<file path="config.mk">
export PLATFORM = sky130hd
export DESIGN_NAME = at_command_responder
export DESIGN_NICKNAME = d
export VERILOG_FILES = /design/src/rtl/core/acr_pkg.sv /design/src/rtl/core/at_command_responder.sv /design/src/rtl/core/acr_front.sv /design/src/rtl/core/acr_queue.sv /design/src/rtl/core/acr_back.sv
export VERILOG_INCLUDE_DIRS = /design/src /design/src/rtl/core
export SDC_FILE = /design/constraint.sdc
export NUM_CORES = 1
export LEC_CHECK = 0
export BUFFER_PORTS_ARGS = -buffer_cell sky130_fd_sc_hd__buf_2
export CORE_ASPECT_RATIO = 0.9
export CORE_MARGIN = 5
export CORE_UTILIZATION = 25
export DETAILED_ROUTE_END_ITERATION = 10
export HOLD_SLACK_MARGIN = 0.03
export PLACE_DENSITY = 0.49
export SYNTH_ARGS = -nofsm -noshare
export SYNTH_HDL_FRONTEND = slang
export SYNTH_SLANG_ARGS = --single-unit
</file>
<file path="constraint.sdc">
create_clock -name clk_i -period 3.5 [get_ports clk_i]
set_input_delay 0.875 -clock clk_i [delete_from_list [all_inputs] [get_ports clk_i]]
set_output_delay 0.875 -clock clk_i [all_outputs]
set_load 0.02 [all_outputs]
</file>
<file path="src/rtl/core/at_command_responder_defines.svh">
// Assertion helpers shared by the responder RTL.
// Each use names the label, the antecedent, the consequent and the message.
`ifndef AT_COMMAND_RESPONDER_DEFINES_SVH
`define AT_COMMAND_RESPONDER_DEFINES_SVH

`define ACR_ASSERT_IMPL(name, ante, cons, msg) \
  name: assert property (@(posedge clk_i) disable iff (!rst_ni) (ante) |-> (cons)) \
    else $error(msg);

`define ACR_ASSERT_NEXT(name, ante, cons, msg) \
  name: assert property (@(posedge clk_i) disable iff (!rst_ni) (ante) |=> (cons)) \
    else $error(msg);

`endif

</file>
<file path="src/rtl/core/acr_pkg.sv">
`timescale 1ns / 1ps

package acr_pkg;

  localparam int unsigned MESSAGE_DEPTH = 192;
  localparam int unsigned PREFIX_DEPTH  = 6;
  localparam int unsigned QUEUE_DEPTH   = 2;
  localparam int unsigned QPTR_W        = $clog2(QUEUE_DEPTH);
  localparam int unsigned MAX_ITEMS     = 20;
  localparam int unsigned STEP_W        = $clog2(MAX_ITEMS);

  localparam logic [7:0] CHAR_CR  = 8'h0D;
  localparam logic [7:0] CHAR_LF  = 8'h0A;
  localparam logic [7:0] CHAR_ESC = 8'h1B;
  localparam logic [7:0] CHAR_SUB = 8'h1A;

  typedef enum logic [2:0] {
    PS_IDLE    = 3'd0,
    PS_CMD     = 3'd1,
    PS_LF      = 3'd2,
    PS_FIRST   = 3'd3,
    PS_SECOND  = 3'd4,
    PS_MESSAGE = 3'd5
  } pstate_e;

  typedef enum logic [1:0] {
    KIND_CHAR  = 2'd0,
    KIND_BYTE  = 2'd1,
    KIND_END   = 2'd2,
    KIND_RESET = 2'd3
  } kind_e;

  // What the back end has to send after the optional CR LF echo.
  typedef enum logic [2:0] {
    ACT_NONE   = 3'd0,
    ACT_PROMPT = 3'd1,
    ACT_READY  = 3'd2,
    ACT_RESET  = 3'd3,
    ACT_OK     = 3'd4,
    ACT_END    = 3'd5,
    ACT_BYTE   = 3'd6
  } act_e;

  typedef struct packed {
    logic       crlf;
    act_e       act;
    logic [7:0] data;
  } job_t;

  typedef struct packed {
    kind_e      kind;
    logic [7:0] data;
  } item_t;

  function automatic logic [7:0] ok_char(input logic [1:0] idx);
    logic [7:0] ch;
    case (idx)
      2'd0:    ch = "O";
      2'd1:    ch = "K";
      2'd2:    ch = CHAR_CR;
      default: ch = CHAR_LF;
    endcase
    return ch;
  endfunction

  function automatic logic [7:0] ready_char(input logic [3:0] idx);
    logic [7:0] ch;
    case (idx)
      4'd0:    ch = "+";
      4'd1:    ch = "C";
      4'd2:    ch = "P";
      4'd3:    ch = "I";
      4'd4:    ch = "N";
      4'd5:    ch = ":";
      4'd6:    ch = " ";
      4'd7:    ch = "R";
      4'd8:    ch = "E";
      4'd9:    ch = "A";
      4'd10:   ch = "D";
      4'd11:   ch = "Y";
      4'd12:   ch = CHAR_CR;
      default: ch = CHAR_LF;
    endcase
    return ch;
  endfunction

  // Index of the final item of an action's sequence.
  function automatic logic [STEP_W-1:0] act_last(input act_e act);
    logic [STEP_W-1:0] n;
    case (act)
      ACT_PROMPT: n = STEP_W'(1);
      ACT_READY:  n = STEP_W'(17);
      ACT_RESET:  n = STEP_W'(4);
      ACT_OK:     n = STEP_W'(3);
      ACT_END:    n = STEP_W'(4);
      default:    n = '0;
    endcase
    return n;
  endfunction

  function automatic item_t act_item(input act_e act, input logic [STEP_W-1:0] j,
                                     input logic [7:0] byte_val);
    item_t it;
    logic [STEP_W-1:0] k;
    it.kind = KIND_CHAR;
    it.data = '0;
    k = j - STEP_W'(1);
    case (act)
      ACT_PROMPT: it.data = (j == '0) ? ">" : " ";
      ACT_READY: begin
        if (j < STEP_W'(14)) begin
          it.data = ready_char(j[3:0]);
        end else begin
          it.data = ok_char(2'(j - STEP_W'(14)));
        end
      end
      ACT_RESET: begin
        if (j == '0) begin
          it.kind = KIND_RESET;
        end else begin
          it.data = ok_char(k[1:0]);
        end
      end
      ACT_OK: it.data = ok_char(j[1:0]);
      ACT_END: begin
        if (j == '0) begin
          it.kind = KIND_END;
        end else begin
          it.data = ok_char(k[1:0]);
        end
      end
      ACT_BYTE: begin
        it.kind = KIND_BYTE;
        it.data = byte_val;
      end
      default: it.data = '0;
    endcase
    return it;
  endfunction

endpackage

</file>
<file path="src/rtl/core/at_command_responder.sv">
`timescale 1ns / 1ps
// Each item's job passes through the job queue, and its results through a registered output.
// Throughput: one input item per cycle while each yields at most one result; an item
// with n results holds the result sequencer until the last is taken, and a two-entry
// job queue decouples it. The input stalls only when that queue is full.
// Reset: asynchronous, active low; parser idle, counters cleared, queue and output empty.
module at_command_responder (
  input  logic       clk_i,
  input  logic       rst_ni,
  input  logic       in_valid_i,
  output logic       in_ready_o,
  input  logic [7:0] rx_byte_i,
  output logic       out_valid_o,
  input  logic       out_ready_i,
  output logic [1:0] kind_o,
  output logic [7:0] data_o,
  output logic       last_o
);

  logic          accept;
  logic          push, full, pop, job_valid;
  acr_pkg::job_t job_in, job_out;

  assign in_ready_o = !full;
  assign accept     = in_valid_i && in_ready_o;

  acr_front u_front (
    .clk_i     (clk_i),
    .rst_ni    (rst_ni),
    .accept_i  (accept),
    .rx_byte_i (rx_byte_i),
    .push_o    (push),
    .job_o     (job_in)
  );

  acr_queue u_queue (
    .clk_i   (clk_i),
    .rst_ni  (rst_ni),
    .push_i  (push),
    .data_i  (job_in),
    .full_o  (full),
    .pop_i   (pop),
    .valid_o (job_valid),
    .data_o  (job_out)
  );

  acr_back u_back (
    .clk_i       (clk_i),
    .rst_ni      (rst_ni),
    .job_valid_i (job_valid),
    .job_i       (job_out),
    .pop_o       (pop),
    .out_valid_o (out_valid_o),
    .out_ready_i (out_ready_i),
    .kind_o      (kind_o),
    .data_o      (data_o),
    .last_o      (last_o)
  );

endmodule

</file>
<file path="src/rtl/core/acr_front.sv">
`timescale 1ns / 1ps
`include "at_command_responder_defines.svh"

module acr_front (
  input  logic          clk_i,
  input  logic          rst_ni,
  input  logic          accept_i,
  input  logic [7:0]    rx_byte_i,
  output logic          push_o,
  output acr_pkg::job_t job_o
);

  acr_pkg::pstate_e state_q, state_d, st;
  logic [7:0] prefix_q [acr_pkg::PREFIX_DEPTH];
  logic [2:0] len_q, len_d;
  logic [7:0] count_q, count_d;
  logic [7:0] hex_q, hex_d;
  logic       half_q, half_d;
  logic       pre_we;
  logic [3:0] nib;
  logic       is_cr;
  logic       m_cmgs, m_cpin, m_z9;

  assign is_cr = (rx_byte_i == acr_pkg::CHAR_CR);

  assign m_cmgs = (len_q == 3'(acr_pkg::PREFIX_DEPTH)) &&
                  prefix_q[0] == "+" && prefix_q[1] == "C" && prefix_q[2] == "M" &&
                  prefix_q[3] == "G" && prefix_q[4] == "S" && prefix_q[5] == "=";
  assign m_cpin = (len_q == 3'(acr_pkg::PREFIX_DEPTH)) &&
                  prefix_q[0] == "+" && prefix_q[1] == "C" && prefix_q[2] == "P" &&
                  prefix_q[3] == "I" && prefix_q[4] == "N" && prefix_q[5] == "?";
  assign m_z9   = (len_q >= 3'd2) && prefix_q[0] == "Z" && prefix_q[1] == "9";

  // Lowercase letters and every other non-hex character give a zero nibble.
  always_comb begin
    if (rx_byte_i >= "A" && rx_byte_i <= "F") begin
      nib = 4'(rx_byte_i - 8'h37);
    end else if (rx_byte_i >= "0" && rx_byte_i <= "9") begin
      nib = rx_byte_i[3:0];
    end else begin
      nib = 4'd0;
    end
  end

  always_comb begin
    state_d  = state_q;
    len_d    = len_q;
    count_d  = count_q;
    hex_d    = hex_q;
    half_d   = half_q;
    pre_we   = 1'b0;
    job_o    = '{crlf: 1'b0, act: acr_pkg::ACT_NONE, data: 8'd0};
    st       = (rx_byte_i == acr_pkg::CHAR_ESC) ? acr_pkg::PS_IDLE : state_q;
    if (accept_i) begin
      job_o.crlf = is_cr;
      case (st)
        acr_pkg::PS_LF: begin
          state_d = (rx_byte_i == acr_pkg::CHAR_LF) ? acr_pkg::PS_FIRST : acr_pkg::PS_IDLE;
        end
        acr_pkg::PS_FIRST: begin
          state_d = (rx_byte_i == "A") ? acr_pkg::PS_SECOND : acr_pkg::PS_IDLE;
        end
        acr_pkg::PS_SECOND: begin
          if (rx_byte_i == "T") begin
            state_d = acr_pkg::PS_CMD;
            len_d   = 3'd0;
          end else begin
            state_d = acr_pkg::PS_IDLE;
          end
        end
        acr_pkg::PS_CMD: begin
          if (is_cr) begin
            state_d = acr_pkg::PS_LF;
            if (m_cmgs) begin
              job_o.act = acr_pkg::ACT_PROMPT;
              state_d   = acr_pkg::PS_MESSAGE;
              count_d   = 8'd0;
              half_d    = 1'b0;
            end else if (m_cpin) begin
              job_o.act = acr_pkg::ACT_READY;
            end else if (m_z9) begin
              job_o.act = acr_pkg::ACT_RESET;
            end else begin
              job_o.act = acr_pkg::ACT_OK;
            end
          end else if (len_q < 3'(acr_pkg::PREFIX_DEPTH)) begin
            pre_we = 1'b1;
            len_d  = len_q + 3'd1;
          end
        end
        acr_pkg::PS_MESSAGE: begin
          if (rx_byte_i == acr_pkg::CHAR_SUB) begin
            job_o.act = acr_pkg::ACT_END;
            state_d   = acr_pkg::PS_IDLE;
          end else begin
            hex_d  = {hex_q[3:0], nib};
            half_d = ~half_q;
            // Once the message is full, bytes are dropped but pairing goes on.
            if (half_q && count_q < 8'(acr_pkg::MESSAGE_DEPTH)) begin
              job_o.act  = acr_pkg::ACT_BYTE;
              job_o.data = hex_d;
              count_d    = count_q + 8'd1;
            end
          end
        end
        default: begin
          state_d = is_cr ? acr_pkg::PS_LF : acr_pkg::PS_IDLE;
        end
      endcase
    end
  end

  assign push_o = accept_i && (job_o.crlf || job_o.act != acr_pkg::ACT_NONE);

  always_ff @(posedge clk_i or negedge rst_ni) begin
    if (!rst_ni) begin
      state_q <= acr_pkg::PS_IDLE;
      len_q   <= 3'd0;
      count_q <= 8'd0;
      hex_q   <= 8'd0;
      half_q  <= 1'b0;
    end else begin
      state_q <= state_d;
      len_q   <= len_d;
      count_q <= count_d;
      hex_q   <= hex_d;
      half_q  <= half_d;
    end
  end

  always_ff @(posedge clk_i) begin
    for (int i = 0; i < acr_pkg::PREFIX_DEPTH; i++) begin
      if (pre_we && len_q == 3'(i)) begin
        prefix_q[i] <= rx_byte_i;
      end
    end
  end

  `ACR_ASSERT_NEXT(a_open_cmd, accept_i && state_q == acr_pkg::PS_SECOND && rx_byte_i == "T", state_q == acr_pkg::PS_CMD && len_q == 3'd0, "AT did not open a command")
  `ACR_ASSERT_IMPL(a_count_bound, 1'b1, count_q <= 8'(acr_pkg::MESSAGE_DEPTH), "message count over depth")

endmodule

</file>
<file path="src/rtl/core/acr_queue.sv">
`timescale 1ns / 1ps
`include "at_command_responder_defines.svh"

module acr_queue (
  input  logic          clk_i,
  input  logic          rst_ni,
  input  logic          push_i,
  input  acr_pkg::job_t data_i,
  output logic          full_o,
  input  logic          pop_i,
  output logic          valid_o,
  output acr_pkg::job_t data_o
);

  acr_pkg::job_t mem_q [acr_pkg::QUEUE_DEPTH];
  logic [acr_pkg::QPTR_W-1:0] wr_q, rd_q;
  logic [acr_pkg::QPTR_W:0]   cnt_q;

  assign full_o  = (cnt_q == (acr_pkg::QPTR_W + 1)'(acr_pkg::QUEUE_DEPTH));
  assign valid_o = (cnt_q != '0);
  assign data_o  = mem_q[rd_q];

  always_ff @(posedge clk_i or negedge rst_ni) begin
    if (!rst_ni) begin
      wr_q  <= '0;
      rd_q  <= '0;
      cnt_q <= '0;
    end else begin
      if (push_i) begin
        wr_q <= wr_q + acr_pkg::QPTR_W'(1);
      end
      if (pop_i) begin
        rd_q <= rd_q + acr_pkg::QPTR_W'(1);
      end
      if (push_i && !pop_i) begin
        cnt_q <= cnt_q + (acr_pkg::QPTR_W + 1)'(1);
      end else if (pop_i && !push_i) begin
        cnt_q <= cnt_q - (acr_pkg::QPTR_W + 1)'(1);
      end
    end
  end

  always_ff @(posedge clk_i) begin
    if (push_i) begin
      mem_q[wr_q] <= data_i;
    end
  end

  `ACR_ASSERT_IMPL(a_no_overflow, push_i, !full_o, "push into a full queue")
  `ACR_ASSERT_IMPL(a_no_underflow, pop_i, valid_o, "pop from an empty queue")

endmodule

</file>
<file path="src/rtl/core/acr_back.sv">
`timescale 1ns / 1ps
`include "at_command_responder_defines.svh"

module acr_back (
  input  logic          clk_i,
  input  logic          rst_ni,
  input  logic          job_valid_i,
  input  acr_pkg::job_t job_i,
  output logic          pop_o,
  output logic          out_valid_o,
  input  logic          out_ready_i,
  output logic [1:0]    kind_o,
  output logic [7:0]    data_o,
  output logic          last_o
);

  logic [acr_pkg::STEP_W-1:0] step_q, step_d, j;
  logic          out_valid_q;
  acr_pkg::item_t item_q, item;
  logic          last_q, item_last;
  logic          load;

  // Step through the CR LF echo first, then the action's own sequence.
  always_comb begin
    j = step_q - (job_i.crlf ? acr_pkg::STEP_W'(2) : acr_pkg::STEP_W'(0));
    if (job_i.crlf && step_q < acr_pkg::STEP_W'(2)) begin
      item.kind = acr_pkg::KIND_CHAR;
      item.data = (step_q == '0) ? acr_pkg::CHAR_CR : acr_pkg::CHAR_LF;
      item_last = (job_i.act == acr_pkg::ACT_NONE) && (step_q == acr_pkg::STEP_W'(1));
    end else begin
      item      = acr_pkg::act_item(job_i.act, j, job_i.data);
      item_last = (j == acr_pkg::act_last(job_i.act));
    end
  end

  assign load   = job_valid_i && (!out_valid_q || out_ready_i);
  assign pop_o  = load && item_last;
  assign step_d = pop_o ? '0 : (load ? step_q + acr_pkg::STEP_W'(1) : step_q);

  always_ff @(posedge clk_i or negedge rst_ni) begin
    if (!rst_ni) begin
      step_q      <= '0;
      out_valid_q <= 1'b0;
    end else begin
      step_q <= step_d;
      if (load) begin
        out_valid_q <= 1'b1;
      end else if (out_ready_i) begin
        out_valid_q <= 1'b0;
      end
    end
  end

  always_ff @(posedge clk_i) begin
    if (load) begin
      item_q <= item;
      last_q <= item_last;
    end
  end

  assign out_valid_o = out_valid_q;
  assign kind_o      = item_q.kind;
  assign data_o      = item_q.data;
  assign last_o      = last_q;

  `ACR_ASSERT_IMPL(a_step_bound, 1'b1, step_q < acr_pkg::STEP_W'(acr_pkg::MAX_ITEMS), "step beyond the longest answer")
  `ACR_ASSERT_NEXT(a_pop_shows_last, pop_o, out_valid_o && last_o, "job retired without its final item")

endmodule

</file>
# After elaboration in Yosys (flattened, before gate mapping)
# Memories as Yosys holds them, arrays and structs flattened.
# Cells that the tools add are included.
[totals]
regBits = 40
mem_bits_rw = 72
romBits = 112
input_bits = 12
out_inout_bits = 13
elab_cells = 239
n_memories = 3
[memory_table]
columns = ["name", "depth", "width", "rd", "rd_ports_with_merged_regs", "write_ports", "line_no", "source"]
rows = [
  ["(name not given)", 16, 7, 1, 0, 0, "acr_pkg.sv:68", "case (idx)"],
  ["u_front.prefix_q", 6, 8, 6, 0, 1, "acr_front.sv:14", "logic [7:0] prefix_q [acr_pkg::PREFIX_DEPTH];"],
  ["u_queue.mem_q", 2, 12, 1, 0, 1, "acr_queue.sv:15", "acr_pkg::job_t mem_q [acr_pkg::QUEUE_DEPTH];"],
]
[classes]
addsub = 11
magnitude_cmp = 9
n_eq_ne = 52
muxes = 89
n_bitwise = 2
n_reduce_logical = 60
[ops]
columns = ["cell", "n"]
rows = [
  ["8-bit two-way mux", 13],
  ["8-bit by 7-bit == test with 1-bit output (second input constant)", 10],
  ["7-bit one-hot mux with 3 select lines", 3],
  ["3-bit two-way mux", 19],
  ["8-bit one-hot mux with 5 select lines", 1],
  ["8-bit OR reduction", 5],
  ["8-bit by 6-bit == test with 1-bit output (second input constant)", 4],
  ["1-bit two-way mux", 30],
  ["1-bit logical AND", 29],
  ["3-bit == test (second input constant)", 8],
  ["5-bit two-way mux", 4],
  ["5-bit one-hot mux with 4 select lines", 1],
  ["3-bit by 2-bit == test with 1-bit output (second input constant)", 6],
  ["8-bit by 4-bit == test with 1-bit output (second input constant)", 2],
  ["8-bit by 5-bit == test with 1-bit output (second input constant)", 2],
  ["8-bit one-hot mux with 2 select lines", 1],
  ["3-bit one-hot mux with 5 select lines", 1],
  ["2-bit two-way mux", 7],
  ["12-bit two-way mux", 1],
  ["2-bit by 1-bit inequality test with 1-bit output (second input constant)", 6],
  ["3-bit one-hot mux with 2 select lines", 2],
  ["2-bit nonzero test", 6],
  ["11-bit two-way mux", 1],
  ["5-bit logical NOT", 2],
  ["38 further kinds", 59],
]

# Longest topological paths before layout
# An unclocked memory read counts as a cell.
[logic_depth]
depth_word = 20
ltp_mapped = 14
ltp_nobuf = 12

# By module
# From an unflattened synthesis, not the netlist that was laid out.
[hier_totals]
cells_unflattened = 506
hier_area_um2 = 5959.5
[by_module_without_submodules]
columns = ["mod", "n_inst", "cells_each", "area_each_um2", "seq_area_each_um2"]
rows = [
  ["acr_front", 1, 268, 3278.1, 1916.8],
  ["acr_back", 1, 183, 1581.5, 480.5],
  ["acr_queue", 1, 53, 1089.8, 820.8],
  ["at_command_responder", 1, 2, 10.0, 0.0],
]

# Worst setup path after synthesis
# No wires, ideal clock.
[synth_path]
path_type = "register -> register"
start = "reg u_queue.rd_q"
end = "reg u_queue.cnt_q[1] (netlist name)"
setup_time_ns = 0.079
arrival_time_ns = 3.135
required_time_ns = 3.421
setup_slack_ns = 0.286
stages_incl_launch_ff = 13
n_path_buf = 2
cell_sequence = "dfrtp_1 buf_6 mux2_2 ha_1 ha_1 clkbuf_1 or3_1 a21oi_1 o2111ai_4 a21o_4 ha_1 nor2_1 xor2_1"
[synth_via]
elab_chain_cells = 11
elab_cells_between_ends = 22
classes_between = "add/sub: 1; eq/ne: 6; mux: 5; reduce/logical: 9; memory: 1"
[synth_lines]
columns = ["item", "line_no", "source"]
rows = [
  ["from (decl)", "acr_queue.sv:16", "logic [acr_pkg::QPTR_W-1:0] wr_q, rd_q;"],
  ["from (signal assigned)", "acr_queue.sv:33", "rd_q <= rd_q + acr_pkg::QPTR_W'(1);"],
  ["memory read 2 x 12 bit *", "n/a", ""],
  ["3-bit by 2-bit == test with 1-bit output or 3-bit == test (tied branches)", "acr_pkg.sv:90", "case (act)"],
  ["2-bit OR reduction (no source line)", "n/a", ""],
  ["5-bit one-hot mux with 4 select lines", "acr_pkg.sv:90", ""],
  ["5-bit two-way mux", "acr_back.sv:26", "if (job_i.crlf && step_q < acr_pkg::STEP_W'(2)) begin"],
  ["5-bit == test", "acr_back.sv:32", "item_last = (j == acr_pkg::act_last(job_i.act));"],
  ["1-bit two-way mux *", "acr_back.sv:26", ""],
  ["1-bit logical AND *", "acr_back.sv:37", "assign pop_o = load && item_last;"],
  ["1-bit logical NOT", "acr_queue.sv:35", "if (push_i && !pop_i) begin"],
  ["1-bit logical AND", "acr_queue.sv:35", ""],
  ["2-bit two-way mux or 2-bit nonzero test (tied branches)", "n/a", ""],
  ["to (signal assigned)", "acr_queue.sv:36", "cnt_q <= cnt_q + (acr_pkg::QPTR_W + 1)'(1);"],
  ["to (signal assigned)", "acr_queue.sv:38", "cnt_q <= cnt_q - (acr_pkg::QPTR_W + 1)'(1);"],
  ["to (decl)", "acr_queue.sv:17", "logic [acr_pkg::QPTR_W:0] cnt_q;"],
]
# Every way passes the cells marked *; elsewhere a longest branch is shown, timed or not. The select of a mux whose other input is x is not followed.
# A chain may end at the register's enable or synchronous reset.

# Worst setup path after layout
# Ends and elaborated chain as after synthesis.

==> impl_metrics.csv <==
group,metric,value,unit
critical_path,worstPathRequired,3.78,ns
clock_network,cts_hold_buf,0,
timing,drv_slew,0,
global_routing,grt_pass1_wl,21.1,mm
clock_network,clk_pin_slew,0.07,ns
logic_synthesis,seq_area_frac_synth,55.5,%
global_routing,grt_pass1_vias,3975,
logic_synthesis,async_reset_ff_share,25.9,%
logic_synthesis,ys_warn_count,0,
critical_path,cp_data_arrival_time,3.36,ns
drt,wl,13.0,mm
logic_synthesis,synthFlopType,"edfxtp_1",
critical_path,cp_cell_sequence,"mux2_2 -> ha_1 -> ha_1 -> or3_1 -> a21oi_1 -> o2111ai_4 -> a21o_4 -> ha_1 -> nor2_1 -> xor2_1",
hold_path,hold_end,"u_front.hex_q[1]",
placement,place_area,6330,um2
die,rows,52,
critical_path,reg2reg_slack,0.42,ns
logic_synthesis,yosys.area_share.adder,4.75,%
final_layout,fillers,2334,
critical_path,startpoint_type,"register",
logic_synthesis,ys_ff_latch,112,
clock_network,clk_path_buf_depth,2,
critical_path,worst_path_max_delay_cell,"or3_1",
global_routing,antenna_found_initial,1,
clock_network,postCtsResizedCells,0,
timing,setup_tns,0,ns
global_routing,grtUsageMet1,14.2,%
timing,worstMarginPinSlew,1.09,ns
logic_synthesis,syn-cell-area,5800,um2
logic_synthesis,synthMuxAreaShare,4.34,%
logic_synthesis,synth_xor_area_share,2.55,%
logic_synthesis,synth_compound_area_share,11.2,%
timing,max_freq,324,MHz
global_routing,top_usage_layer,"met2",
clock_network,clock_latency,0.35,ns
logic_synthesis,syn_nets,533,
outcome,status,"complete, no violations",
die,start_util,25.6,%
critical_path,regToRegEndpoint,"u_queue.cnt_q[1]",
clock_network,ctsRootBufferMaster,"clkbuf_16",
final_layout,drive_gt1_share,15.2,%
drt,ant_nets,0,
logic_synthesis,yosysUniqueCellTypes,69,
global_routing,track_usage,10.1,%
drt,wl_per_cell,15.6,um
placement,port_buffers,24,
timing,hold_viol_final,0,
critical_path,cp_common_cell,"ha_1",
logic_synthesis,synth_cells,499,
pwr,ir_worst_vdd,0.285,mV
final_layout,syn_to_final_growth,14.0,%
drt,drtPass1Iterations,4,
clock_network,tritoncts,"built",
critical_path,crit_path_end_kind,"register",
hold_path,hold_class,"register to register",
timing,fin_crit,3.08,ns
global_routing,grt.overflow.total,0,
pwr,power.density,646,nW/um2
final_layout,diodes,0,
job,maxCapViolations,0,
logic_synthesis,synth_edf_count,83,
timing,slew_headroom,27.2,%
logic_synthesis,synth-simple-area-share,19.5,%
die,core_area,22600,um2
placement,dp_hpwl,9.53,mm
die,dieArea,26300,um2
timing,rsz0062_at_grt,"false",
clock_network,post_cts_buffers,0,
global_routing,grt_util_met3,2.04,%
drt,via_per_inst,4.83,
timing,setup_violations,0,
pwr,p_leak,2.39,nW
logic_synthesis,synth_top_family_by_area,"simple AND/OR/NAND/NOR gates",
clock_network,cts.sinks,112,
clock_network,htreeDepth,3,
critical_path,rr_startpoint,"u_queue.rd_q",
hold_path,min_path_cells,2,
logic_synthesis,synth_area_per_cell,11.6,um2
global_routing,grt_max_degree,30,
final_layout,nets,569,
placement,gp_congestion,0.843,
clock_network,numCtsBuffers,9,
global_routing,gr-usage-met2,15.3,%
die,die_y,154,um
critical_path,crit_type,"register to register",
drt,vias,4043,
critical_path,path_max_fanout,8,
final_layout,stdcell_area,6610,um2
die,die_w,171,um
drt,drtIter0Drc,269,
timing,fin_crit_sh,88.0,%
timing,fin_worst_skew,0.00491,ns
critical_path,cpPeakStageDelay,0.38,ns
critical_path,reg2reg_depth,10,
hold_path,min-delay-start,"u_front.hex_q[1]",
drt,drc,0,
timing,hold_ws,0.496,ns
die,ios,25,
==> layer usage <==
layer	part of all wire [%]	wire, um	vias to the layer above
met2	45	5850	87
met3	4.7	611	19
met1	48	6300	1975
met5	0.10	13	-
li1	-	-	1960
met4	1.9	244	2
==> synth_stat cells, types with 3 or more instances <==
| cell | n | area share, % |
|---|---|---|
| a211oi_1 | 5 | 0.65 |
| a21oi_1 | 18 | 1.6 |
| a31oi_1 | 8 | 0.86 |
| and2_1 | 12 | 1.3 |
| and3_1 | 10 | 1.1 |
| buf_2 | 6 | 0.52 |
| clkbuf_1 | 6 | 0.39 |
| dfrtp_1 | 29 | 13 |
| edfxtp_1 | 83 | 43 |
| ha_1 | 22 | 4.7 |
| inv_1 | 15 | 0.97 |
| mux2_2 | 8 | 1.6 |
| mux2i_1 | 11 | 1.9 |
| nand2_1 | 35 | 2.3 |
| nand2b_1 | 7 | 0.76 |
| nand3_1 | 21 | 1.8 |
| nand3b_1 | 5 | 0.65 |
| nand4_1 | 8 | 0.86 |
| nand4b_1 | 3 | 0.45 |
| nor2_1 | 47 | 3.0 |
| nor2b_1 | 3 | 0.32 |
| nor3_1 | 12 | 1.0 |
| nor4_1 | 6 | 0.65 |
| nor4b_1 | 5 | 0.76 |
| nor4bb_1 | 9 | 1.6 |
| o21ai_0 | 28 | 2.4 |
| o21ai_1 | 3 | 0.26 |
| o21bai_1 | 3 | 0.39 |
| o22ai_1 | 4 | 0.43 |
| or2_2 | 3 | 0.32 |
| xnor2_1 | 10 | 1.5 |
| xor2_1 | 5 | 0.76 |
==> cell type report <==
class,instances,area [um2],share of cell area [%]
sequential,112,3220,48.7
multi-input combinational,358,2450,37.1
tap,297,372,5.62
timing repair buffer,39,233,3.52
clock buffer,9,225,3.41
inverter,15,56.3,0.852
clock inverter,7,52.6,0.795
==> metrics by stage <==
stage	cells	setup WS [ns]	utilization, %	total power, mW
finish	837	0.418	29.2	4.27
global route	837	0.272	29.2	4.56
CTS	837	0.427	29.2	4.31
detailed placement	821	0.206	28.0	3.32
global placement	821	0.207	28.0	3.31
floorplan	499	0.286	-	2.90
==> registers in the layout, indices dropped and copies added, names as in the netlist, 2 cells and up <==
register,flops
u_queue.cnt_q,2
u_front.len_q,3
u_front.hex_q,4
u_front.state_q,3
u_back.step_q,5
u_queue.mem_q,24
u_front.prefix_q,48
u_back.kind_o,2
u_front.count_q,8
u_back.data_o,8
==> report_power, final <==
part	internal [mW]	switching, mW
combinational	0.555	0.905
sequential	1.66	0.178
clock	0.491	0.482
==> cell families (layout without fill, tap and decap cells) <==
group,Yosys count,count (layout)
compound gates,97,97
xor+xnor,16,16
fa+ha+maj,22,22
buf+inv,29,70
flops,112,112
mux,22,22
simple gates,201,201
==> cell usage in the layout (no fill, tap or decap), types with 4 or more instances in the layout <==
master	n
clkbuf_16	9
nand2b_1	7
dfrtp_1	29
mux2i_1	11
nor4b_1	5
and3_1	10
buf_2	24
nor4bb_1	9
edfxtp_1	83
xor2_1	5
o21ai_0	28
o22ai_1	4
inv_6	4
mux2_2	8
and2_1	12
nand3b_1	5
xnor2_1	10
a31oi_1	8
nand4_1	8
inv_1	15
nor4_1	6
nand2_1	35
a211oi_1	5
nor2_1	47
a21oi_1	18
nor3_1	12
ha_1	22
buf_4	15
nand3_1	21
==> how the worst max path moves through the flow <==
| stage | to | cells past startpoint | from | slack [ns] |
|---|---|---|---|---|
| floorplan | u_queue.cnt_q[1] | 12 | u_queue.rd_q | 0.29 |
| global placement | u_queue.mem_q[1][2] | 9 | rx_byte_i[0] | 0.21 |
| detailed placement | u_queue.mem_q[1][2] | 9 | rx_byte_i[0] | 0.21 |
| CTS | u_queue.cnt_q[1] | 10 | u_queue.rd_q | 0.43 |
| global route | u_queue.cnt_q[1] | 10 | u_queue.rd_q | 0.27 |
| finish | u_queue.cnt_q[1] | 10 | u_queue.rd_q | 0.42 |
==> worst max-delay path: cells and delay by family (launching register included) <==
kind / cells / cell delay (ns)
flops: 1 / 0.35
xor+xnor: 1 / 0.15
compound gates: 3 / 0.76
mux: 1 / 0.36
fa+ha+maj: 3 / 0.87
simple gates: 2 / 0.51
Power figures use the tool's default switching activity.
